## src/design/bss_pkg.sv

```systemverilog
`timescale 1ns / 1ps
// ----------------------------------------------------------------------------
// bss_pkg
// Shared types for the bounded sequence store: operation codes, status codes
// and the result beat that travels from the sequencer to the output stage.
// ----------------------------------------------------------------------------
package bss_pkg;

  typedef enum logic [2:0] {
    FN_PUSH    = 3'd0,
    FN_APPEND  = 3'd1,
    FN_INSERT  = 3'd2,
    FN_REMOVE  = 3'd3,
    FN_SORT_UP = 3'd4,
    FN_SORT_DN = 3'd5,
    FN_CLEAR   = 3'd6,
    FN_READ    = 3'd7
  } func_t;

  typedef enum logic [1:0] {
    ST_OK     = 2'd0,
    ST_FULL   = 2'd1,
    ST_BADPOS = 2'd2,
    ST_EMPTY  = 2'd3
  } status_t;

  typedef struct packed {
    logic signed [31:0] item_value;
    logic [4:0]         entry_count;
    status_t            status;
    logic               last;
  } res_t;

endpackage

```

## src/design/bss_cmp.sv

```systemverilog
`timescale 1ns / 1ps
// ----------------------------------------------------------------------------
// bss_cmp
// Compare-swap unit of the bubble sort. The carried word is the larger (or
// smaller, descending) word of the pass so far; the other word settles at the
// lower index. Equal words never swap.
// ----------------------------------------------------------------------------
module bss_cmp (
  input  logic               descending,
  input  logic signed [31:0] carry,
  input  logic signed [31:0] incoming,
  output logic signed [31:0] low_word,
  output logic signed [31:0] carry_next
);

  logic swap;

  assign swap = descending ? (incoming > carry) : (carry > incoming);

  // On a swap the carried word moves on; otherwise it settles and the
  // incoming word is carried.
  assign low_word   = swap ? incoming : carry;
  assign carry_next = swap ? carry : incoming;

endmodule

```

## src/design/bss_seq.sv

```systemverilog
`timescale 1ns / 1ps
// ----------------------------------------------------------------------------
// bss_seq
// Sequencer and entry memory. Runs one operation at a time: element shifts
// for insert and remove, bubble passes through the shared compare-swap unit,
// and the read-out stream. Hands result beats to the output stage.
// ----------------------------------------------------------------------------
module bss_seq import bss_pkg::*; #(
  parameter int CAPACITY = 16
) (
  input  logic               clk,
  input  logic               rst,
  input  logic               cmd_valid,
  output logic               cmd_stall,
  input  logic [2:0]         func,
  input  logic [4:0]         position,
  input  logic signed [31:0] value,
  output logic               emit_valid,
  output res_t               emit,
  input  logic               take
);

  localparam int AW = (CAPACITY > 1) ? $clog2(CAPACITY) : 1;
  localparam int CW = $clog2(CAPACITY + 1);
  localparam int XW = ((CW > 5) ? CW : 5) + 1;

  typedef enum logic [3:0] {
    S_IDLE,
    S_INS,
    S_INS_WR,
    S_REM,
    S_REM_WR,
    S_SRT_FIRST,
    S_SRT_RUN,
    S_SRT_TAIL,
    S_RD_ADDR,
    S_RD_EMIT,
    S_RESP
  } state_t;

  state_t             state;
  logic [CW-1:0]      count;
  logic [AW-1:0]      ptr;
  logic [AW-1:0]      idx;
  logic [AW-1:0]      pass;
  logic               desc;
  logic signed [31:0] val_r;
  logic signed [31:0] carry;
  status_t            st;

  logic signed [31:0] mem [CAPACITY];
  logic signed [31:0] rd_data;
  logic               rd_en;
  logic [AW-1:0]      rd_addr;
  logic               mem_we;
  logic [AW-1:0]      mem_wa;
  logic signed [31:0] mem_wd;

  func_t              fn;
  logic               full;
  logic               ins_bad;
  logic               rem_bad;
  logic [AW-1:0]      pos_idx;
  logic [AW-1:0]      ins_idx;
  logic               ptr_next_in;
  logic               more_passes;
  logic               sort_go;
  logic signed [31:0] low_word;
  logic signed [31:0] carry_next;

  assign fn          = func_t'(func);
  assign full        = (count == CW'(CAPACITY));
  assign ins_bad     = (position == 5'd0) || (XW'(position) > (XW'(count) + XW'(1)));
  assign rem_bad     = (position == 5'd0) || (XW'(position) > XW'(count));
  assign pos_idx     = AW'(XW'(position) - XW'(1));
  assign ptr_next_in = (CW'(ptr) + CW'(1)) < count;
  assign more_passes = (CW'(pass) + CW'(2)) < count;
  assign sort_go     = (fn == FN_SORT_UP || fn == FN_SORT_DN) && (count >= CW'(2));
  assign cmd_stall   = (state != S_IDLE);

  always_comb begin
    unique case (fn)
      FN_PUSH:   ins_idx = '0;
      FN_APPEND: ins_idx = AW'(count);
      default:   ins_idx = pos_idx;
    endcase
  end

  bss_cmp u_cmp (
    .descending (desc),
    .carry      (carry),
    .incoming   (rd_data),
    .low_word   (low_word),
    .carry_next (carry_next)
  );

  // Memory port control
  always_comb begin
    rd_en   = 1'b0;
    rd_addr = '0;
    mem_we  = 1'b0;
    mem_wa  = ptr;
    mem_wd  = rd_data;
    unique case (state)
      S_IDLE: begin
        rd_en = cmd_valid && sort_go;
      end
      S_INS: begin
        if (ptr == idx) begin
          mem_we = 1'b1;
          mem_wa = idx;
          mem_wd = val_r;
        end else begin
          rd_en   = 1'b1;
          rd_addr = ptr - AW'(1);
        end
      end
      S_REM: begin
        rd_en   = ptr_next_in;
        rd_addr = ptr + AW'(1);
      end
      S_INS_WR, S_REM_WR: begin
        mem_we = 1'b1;
      end
      S_SRT_FIRST: begin
        rd_en   = 1'b1;
        rd_addr = AW'(1);
      end
      S_SRT_RUN: begin
        mem_we  = 1'b1;
        mem_wa  = ptr - AW'(1);
        mem_wd  = low_word;
        rd_en   = ptr_next_in;
        rd_addr = ptr + AW'(1);
      end
      S_SRT_TAIL: begin
        // Settle the carried word at the top and start the next pass, if one remains.
        mem_we = 1'b1;
        mem_wd = carry;
        rd_en  = more_passes;
      end
      S_RD_ADDR: begin
        rd_en   = 1'b1;
        rd_addr = ptr;
      end
      default: begin
      end
    endcase
  end

  always_ff @(posedge clk) begin
    if (mem_we) begin
      mem[mem_wa] <= mem_wd;
    end
    if (rd_en) begin
      rd_data <= mem[rd_addr];
    end
  end

  // Result beat
  always_comb begin
    emit_valid       = 1'b0;
    emit.item_value  = '0;
    emit.entry_count = 5'(count);
    emit.status      = st;
    emit.last        = 1'b1;
    if (state == S_RESP) begin
      emit_valid = 1'b1;
    end else if (state == S_RD_EMIT) begin
      emit_valid      = 1'b1;
      emit.item_value = rd_data;
      emit.status     = ST_OK;
      emit.last       = !ptr_next_in;
    end
  end

  always_ff @(posedge clk) begin
    if (rst) begin
      state <= S_IDLE;
      count <= '0;
    end else begin
      unique case (state)
        S_IDLE: begin
          if (cmd_valid) begin
            desc  <= (fn == FN_SORT_DN);
            val_r <= value;
            st    <= ST_OK;
            pass  <= '0;
            unique case (fn)
              FN_PUSH, FN_APPEND, FN_INSERT: begin
                ptr <= AW'(count);
                idx <= ins_idx;
                if (full) begin
                  st    <= ST_FULL;
                  state <= S_RESP;
                end else if (fn == FN_INSERT && ins_bad) begin
                  st    <= ST_BADPOS;
                  state <= S_RESP;
                end else begin
                  state <= S_INS;
                end
              end
              FN_REMOVE: begin
                ptr <= pos_idx;
                if (rem_bad) begin
                  st    <= ST_BADPOS;
                  state <= S_RESP;
                end else begin
                  state <= S_REM;
                end
              end
              FN_SORT_UP, FN_SORT_DN: begin
                state <= sort_go ? S_SRT_FIRST : S_RESP;
              end
              FN_CLEAR: begin
                count <= '0;
                state <= S_RESP;
              end
              FN_READ: begin
                ptr <= '0;
                if (count == '0) begin
                  st    <= ST_EMPTY;
                  state <= S_RESP;
                end else begin
                  state <= S_RD_ADDR;
                end
              end
            endcase
          end
        end
        S_INS: begin
          if (ptr == idx) begin
            count <= count + CW'(1);
            state <= S_RESP;
          end else begin
            state <= S_INS_WR;
          end
        end
        S_INS_WR: begin
          ptr   <= ptr - AW'(1);
          state <= S_INS;
        end
        S_REM: begin
          if (ptr_next_in) begin
            state <= S_REM_WR;
          end else begin
            count <= count - CW'(1);
            state <= S_RESP;
          end
        end
        S_REM_WR: begin
          ptr   <= ptr + AW'(1);
          state <= S_REM;
        end
        S_SRT_FIRST: begin
          carry <= rd_data;
          ptr   <= AW'(1);
          state <= S_SRT_RUN;
        end
        S_SRT_RUN: begin
          carry <= carry_next;
          if (ptr_next_in) begin
            ptr <= ptr + AW'(1);
          end else begin
            state <= S_SRT_TAIL;
          end
        end
        S_SRT_TAIL: begin
          if (more_passes) begin
            pass  <= pass + AW'(1);
            state <= S_SRT_FIRST;
          end else begin
            state <= S_RESP;
          end
        end
        S_RD_ADDR: begin
          state <= S_RD_EMIT;
        end
        S_RD_EMIT: begin
          if (take) begin
            if (ptr_next_in) begin
              ptr   <= ptr + AW'(1);
              state <= S_RD_ADDR;
            end else begin
              state <= S_IDLE;
            end
          end
        end
        S_RESP: begin
          if (take) begin
            state <= S_IDLE;
          end
        end
        default: begin
          state <= S_IDLE;
        end
      endcase
    end
  end

`ifndef ASSERT_OFF
  a_count_bound: assert property (@(posedge clk) disable iff (rst)
    count <= CW'(CAPACITY))
    else $error("entry count above capacity");

  a_busy_after_cmd: assert property (@(posedge clk) disable iff (rst)
    (state == S_IDLE && cmd_valid) |=> cmd_stall)
    else $error("command beat accepted without going busy");

  a_empty_beat: assert property (@(posedge clk) disable iff (rst)
    (emit_valid && emit.status == ST_EMPTY) |-> (emit.entry_count == 5'd0 && emit.last))
    else $error("empty-store beat with entries or without last");

  a_sort_ptr: assert property (@(posedge clk) disable iff (rst)
    (state == S_SRT_RUN) |-> (CW'(ptr) < count))
    else $error("sort pass index past the end");
`endif

endmodule

```

## src/design/bounded_sequence_store_with_sort_unit.sv

```systemverilog
`timescale 1ns / 1ps
// Steps: push/append/insert and remove shift entries via S_INS/S_INS_WR or S_REM/S_REM_WR,
//   then answer from S_RESP; clear and rejected commands go straight to S_RESP; a sort
//   pass makes one compare-swap per cycle; read-all alternates S_RD_ADDR and S_RD_EMIT.
// Throughput: one operation at a time through the shared compare-swap unit and the 1R1W
//   entry memory; the next command is taken once the last beat sits in the output register.
// Reset clears the entry count; entry contents are not cleared and need no sweep.
// ----------------------------------------------------------------------------
// bounded_sequence_store_with_sort_unit
// Ordered store of up to CAPACITY signed words with insert, remove, bubble sort
// and in-order read-out. Result beats leave through a one-deep output register.
// ----------------------------------------------------------------------------
module bounded_sequence_store_with_sort_unit import bss_pkg::*; #(
  parameter int CAPACITY = 16
) (
  input  logic               clk,
  input  logic               rst,
  input  logic               cmd_valid,
  output logic               cmd_stall,
  input  logic [2:0]         func,
  input  logic [4:0]         position,
  input  logic signed [31:0] value,
  output logic               rsp_valid,
  input  logic               rsp_stall,
  output logic signed [31:0] item_value,
  output logic [4:0]         entry_count,
  output logic [1:0]         status,
  output logic               last
);

  logic emit_valid;
  res_t emit;
  logic take;
  logic out_valid;
  res_t out_data;

  bss_seq #(
    .CAPACITY (CAPACITY)
  ) u_seq (
    .clk        (clk),
    .rst        (rst),
    .cmd_valid  (cmd_valid),
    .cmd_stall  (cmd_stall),
    .func       (func),
    .position   (position),
    .value      (value),
    .emit_valid (emit_valid),
    .emit       (emit),
    .take       (take)
  );

  // Load a new beat whenever the register is empty or being drained.
  assign take = !out_valid || !rsp_stall;

  always_ff @(posedge clk) begin
    if (rst) begin
      out_valid <= 1'b0;
    end else if (take) begin
      out_valid <= emit_valid;
    end
  end

  always_ff @(posedge clk) begin
    if (take && emit_valid) begin
      out_data <= emit;
    end
  end

  assign rsp_valid   = out_valid;
  assign item_value  = out_data.item_value;
  assign entry_count = out_data.entry_count;
  assign status      = 2'(out_data.status);
  assign last        = out_data.last;

endmodule
```

## config.mk

```make
export PLATFORM = sky130hd
export DESIGN_NAME = bounded_sequence_store_with_sort_unit
export DESIGN_NICKNAME = d
export VERILOG_FILES = /design/src/design/bss_pkg.sv /design/src/design/bss_cmp.sv /design/src/design/bss_seq.sv /design/src/design/bounded_sequence_store_with_sort_unit.sv
export SDC_FILE = /design/constraint.sdc
export NUM_CORES = 1
export LEC_CHECK = 0
export BUFFER_PORTS_ARGS = -buffer_cell sky130_fd_sc_hd__buf_2
export CORE_MARGIN = 2
export CORE_UTILIZATION = 30
export CTS_CLUSTER_DIAMETER = 200
export DETAILED_ROUTE_END_ITERATION = 7
export GPL_ROUTABILITY_DRIVEN = 1
export GPL_TIMING_DRIVEN = 1
export PLACE_DENSITY = 0.41
export SLEW_MARGIN = 25
export SYNTH_ARGS = -nofsm -noshare
export SYNTH_HDL_FRONTEND = slang
export SYNTH_SLANG_ARGS = --single-unit
```

## constraint.sdc

```tcl
create_clock -name clk -period 7.6 [get_ports clk]
set_clock_uncertainty 0.15 [all_clocks]
set_input_delay 0.38 -clock clk [delete_from_list [all_inputs] [get_ports clk]]
set_output_delay 0.38 -clock clk [all_outputs]
set_load 0.01 [all_outputs]
```

==> results of run 1 <==
layout make-up:
class | instances | share of cell area
Clock inverter | 34 | 0.00638
Tap cell | 1276 | 0.0470
Antenna cell | 3 | 0.000221
Inverter | 55 | 0.00608
Multi-Input combinational cell | 1374 | 0.255
Clock buffer | 94 | 0.0593
Timing Repair Buffer | 162 | 0.0339
Sequential cell | 673 | 0.592
layer usage:
metal	part of all wire	routed length, um
met1	0.46	41100
met4	0.017	1460
met3	0.050	4410
met2	0.47	41600
met5	0	0
worst reg2reg max path: stages, from the launching register on:
cell      delay (ns)
edfxtp_1        0.45
ha_1            0.37
a21oi_1         0.16
nand3_1         0.17
a221oi_1        0.51
a31oi_1         0.25
o41ai_1         0.36
o32a_2          0.66
buf_4           0.47
o21ai_0         0.15
a21oi_1         0.87
synth_stat cells, types with 29 or more instances:
| library cell | instances | area share |
|---|---|---|
| a211oi_1 | 163 | 0.042 |
| inv_1 | 54 | 0.0069 |
| ha_1 | 62 | 0.026 |
| edfxtp_1 | 663 | 0.68 |
| and2_0 | 53 | 0.011 |
| and2_1 | 109 | 0.023 |
| a221o_1 | 31 | 0.011 |
| nand3_1 | 29 | 0.0050 |
| o21ai_0 | 61 | 0.010 |
| a31oi_1 | 72 | 0.015 |
| nand2_1 | 299 | 0.038 |
| a21oi_1 | 207 | 0.035 |
| nor2_1 | 81 | 0.010 |
| buf_2 | 52 | 0.0089 |
| a311oi_1 | 66 | 0.020 |
| clkbuf_1 | 84 | 0.011 |
path summary, 6_finish.rpt:
kind	cells past startpoint	slack, ns	end
max	10	2.70	u_seq.mem[0][3]
min	2	0.06	u_seq.st[1]
max reg2reg	10	2.70	u_seq.mem[0][3]
min reg2reg	0	0.36	u_seq.carry[0]
cell families (layout without fill, tap and decap cells):
family | Yosys count | after routing | synth area share
AOI/OAI and AO/OA | 647 | 647 | 0.146
xor gates and xnor gates | 18 | 18 | 0.00538
adders and majority gates | 63 | 63 | 0.0272
buffers and inverters | 206 | 345 | 0.0301
DFF | 673 | 673 | 0.687
other | 0 | 3 | 0
and+or+nand+nor | 646 | 646 | 0.104
metrics by stage:
step,hold WS (ns),utilization,instances,setup WS (ns)
2_1_floorplan,0.276,-,2253,2.57
3_3_place_gp,0.353,0.323,3503,2.73
3_5_place_dp,0.349,0.323,3503,2.60
4_1_cts,0.0188,0.350,3667,2.55
5_1_grt,0.0645,0.351,3668,2.39
6_report,0.0640,0.351,3671,2.70
power groups by stage:
stage	Clock [W]	Combinational (W)	Sequential, W
after floorplan	0	0.00312	0.00560
after global placement	0	0.00464	0.00575
after detailed placement	0	0.00471	0.00576
after CTS	0.00347	0.00475	0.00568
after global routing	0.00361	0.00528	0.00572
final	0.00337	0.00474	0.00567
registers in the layout, summed over array words and instances, names as in the netlist:
register       flops
u_seq.mem        512
item_value        32
u_seq.rd_data     32
last               1
u_seq.desc         1
u_seq.val_r       32
u_seq.idx          4
u_seq.count        5
u_seq.state        4
u_seq.carry       32
rsp_valid          1
entry_count        5
u_seq.pass         4
u_seq.st           2
status             2
u_seq.ptr          4
==> impl_metrics.tcl, run 1 <==
set metrics [dict create \
    drtPass1Iterations 5 \
    area_delta_synth_final_pct 15.9 \
    vias 19100 \
    ys_ff_latch 673 \
    grt_use_met3 0.0245 \
    postCtsSetupRepairBufs 0 \
    crit_fanout 37 \
    numCtsBuffers 74 \
    required_ns 7.71 \
    ys.flop_type "edfxtp_1" \
    rr_startpoint "u_seq.rd_data[7]" \
    hp-class "in2reg" \
    fin_crit_sh 0.644 \
    postSynthCellCount 2253 \
    maxSlewHeadroom 0.265 \
    multi_input_comb_area_sq_um 8650 \
    power_w 0.0138 \
    max_cap_viol_count 0 \
    grt_overflow 0 \
    clkSinkCount 673 \
    fillers 9368 \
    power_density_nw_per_um2 406 \
    hold_viol_final 0 \
    busiest_layer "met2" \
    clockPowerShare 0.245 \
    status "finished, final reports clean" \
    die_h_um 316 \
    syn_area_sq_um 29300 \
    min_from "func[1]" \
    clk_pin_slew_ns 0.06 \
    crit_slowest_cell "a21oi_1" \
    die_area_sq_um 100000 \
    portBuffers 85 \
    initialDrtViolationCount 1585 \
    setup_viol 0 \
    ir_drop_v 0.000336 \
    final_common_cell "edfxtp_1" \
    crit_top_cell "a21oi_1" \
    viasPerCell 5.19 \
    p_seq_frac 0.412 \
    seq_area_frac_synth 0.687 \
    p_leak_nw 11.1 \
    cts_tree "yes" \
    combPwrFrac 0.344 \
    crit_chain "ha_1 -> a21oi_1 -> nand3_1 -> a221oi_1 -> a31oi_1 -> o41ai_1 -> o32a_2 -> buf_4 -> o21ai_0 -> a21oi_1" \
    synth-edff-count 663 \
    cp.arrival_ns 5.01 \
    use_met2 0.284 \
    clk_latency_ns 0.62 \
    cp-end-kind "register" \
    grt_pass1_wl_um 129000 \
    min_period_ns 4.90 \
    path_class "reg2reg" \
    row_count 114 \
    internal-power_w 0.00860 \
    grt_pass1_vias 18500 \
    crit_start "u_seq.rd_data[7]" \
    postLayoutCellArea_sq_um 33900 \
    grt_max_degree 175 \
    ant_nets 0 \
    critPathMaxStageDelay_ns 0.87 \
    final_cell_mix "edfxtp_1 (663), nand2_1 (298), a21oi_1 (174)" \
    cts_hold_buf 36 \
    ys_async_sr_fraction 0 \
    power_switching_w 0.00519 \
    cts_resized 0 \
    drc 0 \
    fp.coreArea_sq_um 96700 \
    yosys.cell_types.count 60 \
    wl_per_cell_um 24.1 \
    cts_root_buffer "clkbuf_16" \
    grt.met1_usage 0.249 \
    die_w_um 316 \
    max-clock-path-buffers 3 \
    swShare 0.376 \
    rsz0062_at_grt "no" \
    start_util 0.303 \
    finalNetCount 2447 \
    worst_pin_slew_ns 1.10 \
    startpoint_type "register" \
    setup_tns_ns 0 \
    cts.htree.levels 3 \
    regArea_sq_um 20100 \
    yosysWarningCount 0 \
    place_congestion 0.786 \
    ioPinCount 86 \
    antenna_found_initial 5 \
    fmax_mhz 204 \
    dpl.hpwl_um 48800 \
    grt.total_usage 0.175 \
    drv_slew 0 \
    critical_path.top_delay_family "compound AO/OA/AOI/OAI gates" \
    synth_area_per_cell_sq_um 13.0 \
    routed_wirelength_um 88500 \
    crit_buf_inv 1 \
    dpl_cell_area_sq_um 31200 \
    drive_gt1_frac 0.121 \
    synth_fp_nets 2360 \
]
Note: power is estimated with default switching activity, not from simulation.
==> inputs of run 2 (changes only) <==
- clock period: 7.6 -> 4.8 ns (I/O delays scaled with it)
==> impl_metrics.tcl, run 2 (synthesis results as in run 1) <==
set metrics [dict create \
    status "finished, final reports clean" \
    crit_chain "ha_1 -> a21oi_1 -> nand3_1 -> a221oi_1 -> buf_4 -> a31oi_1 -> o41ai_1 -> o32a_2 -> buf_12 -> o21ai_0 -> a21oi_1" \
    drv_slew 0 \
    finalNetCount 2518 \
    cts.htree.levels 3 \
    cts_root_buffer "clkbuf_16" \
    p_leak_nw 11.7 \
    hp-class "in2reg" \
    multi_input_comb_area_sq_um 8620 \
    setup_viol 0 \
    grt_overflow 0 \
    cts_tree "yes" \
    setup_tns_ns 0 \
    row_count 114 \
    final_cell_mix "edfxtp_1 (663), nand2_1 (298), a21oi_1 (183)" \
    crit_slowest_cell "a21oi_1" \
    max-clock-path-buffers 3 \
    postCtsSetupRepairBufs 0 \
    die_w_um 316 \
    ioPinCount 86 \
    max_cap_viol_count 0 \
    ant_nets 0 \
    cp.arrival_ns 4.41 \
    wl_per_cell_um 24.3 \
    grt.total_usage 0.179 \
    portBuffers 85 \
    grt_pass1_vias 18700 \
    die_h_um 316 \
    vias 19400 \
    clk_latency_ns 0.62 \
    crit_fanout 32 \
    startpoint_type "register" \
    fin_cells 3743 \
    fp.coreArea_sq_um 96700 \
    maxSlewHeadroom 0.281 \
    dpl.hpwl_um 52800 \
    start_util 0.303 \
    critPathMaxStageDelay_ns 0.88 \
    critical_path.top_delay_family "compound AO/OA/AOI/OAI gates" \
    area_delta_synth_final_pct 19.8 \
    largest_reg_flops 512 \
    fillers 9289 \
    rsz0062_at_grt "no" \
    final_common_cell "edfxtp_1" \
    clk_pin_slew_ns 0.06 \
    viasPerCell 5.17 \
    numCtsBuffers 75 \
    drive_gt1_frac 0.143 \
    placed_cells 3570 \
    routed_wirelength_um 90800 \
    fin_crit_sh 0.896 \
    grt_max_degree 85 \
    drc 0 \
    antenna_found_initial 3 \
    ir_drop_v 0.000502 \
    regMostFlops "u_seq.mem" \
    place_congestion 0.820 \
    clkSinkCount 673 \
    hold_viol_final 0 \
    drtPass1Iterations 5 \
    power_density_nw_per_um2 655 \
    fmax_mhz 232 \
    path_class "reg2reg" \
    crit_top_cell "a21oi_1" \
    regArea_sq_um 20100 \
    cp-end-kind "register" \
    required_ns 4.91 \
    power_w 0.0230 \
    grt_pass1_wl_um 131000 \
    min_period_ns 4.30 \
    initialDrtViolationCount 1592 \
    crit_buf_inv 2 \
    worst_pin_slew_ns 1.08 \
    die_area_sq_um 100000 \
]
run 2: changes by cell type in the layout (fill, tap and decap cells not counted), moves of 3 or more:
cell	previous run	this run
bufinv_16	2	7
dlygate4sd3_1	36	40
a21oi_2	31	22
buf_12	3	43
buf_4	37	64
clkbuf_1	16	11
clkbuf_8	0	3
a21oi_1	174	183
run 2: power breakdown:
group / leakage (nW) / total (W) / internal, W / switching, W
sequential: 6.09 / 0.00887 / 0.00847 / 0.000401
clock: 1.15 / 0.00566 / 0.00331 / 0.00235
combinational: 4.43 / 0.00845 / 0.00260 / 0.00585
total: 11.7 / 0.0230 / 0.0144 / 0.00859
run 2: final timing paths:
check	slack, ns	from	cells past startpoint	endpoint
min reg2reg	0.38	u_seq.st[0]	1	status[0]
min	0.03	func[2]	3	u_seq.desc
max	0.50	u_seq.rd_data[7]	11	u_seq.mem[0][5]
max reg2reg	0.50	u_seq.rd_data[7]	11	u_seq.mem[0][5]
run 2: final cells by class:
class                           count  share of cell area
Inverter                           55             0.00589
Antenna cell                        1           0.0000713
Sequential cell                   673               0.573
Tap cell                         1276              0.0455
Multi-Input combinational cell   1374               0.246
Clock inverter                     42              0.0111
Clock buffer                       90              0.0566
Timing Repair Buffer              232              0.0618
run 2: per-layer routing:
metal | part of all wire | GRT usage
met5 | 0 | 0
met4 | 0.018 | 0.0460
met3 | 0.047 | 0.0215
met2 | 0.46 | 0.287
met1 | 0.47 | 0.257
run 2: repair_timing:
action | 4_1_cts | 5_1_grt
gates resized for setup | 0 | 0
hold buffers | 40 | 0
endpoints found under the hold margin | 59 | 0
run 2: stage by stage:
step                instance area (sq um)  hold slack, ns   util  setup slack, ns
detailed placement                  32300           0.268  0.333            0.390
global placement                    32200           0.270  0.333            0.452
CTS                                 35000         0.00482  0.362            0.355
global route                        35100          0.0593  0.363            0.236
floorplan                           29300           0.162      -            0.324
finish                              35100          0.0349  0.363            0.498
run 2: tightest hold or removal path, delay by kind of cell:
kind,cells,cell delay (ns)
buf+inv,1,0.20
simple gates,2,0.19
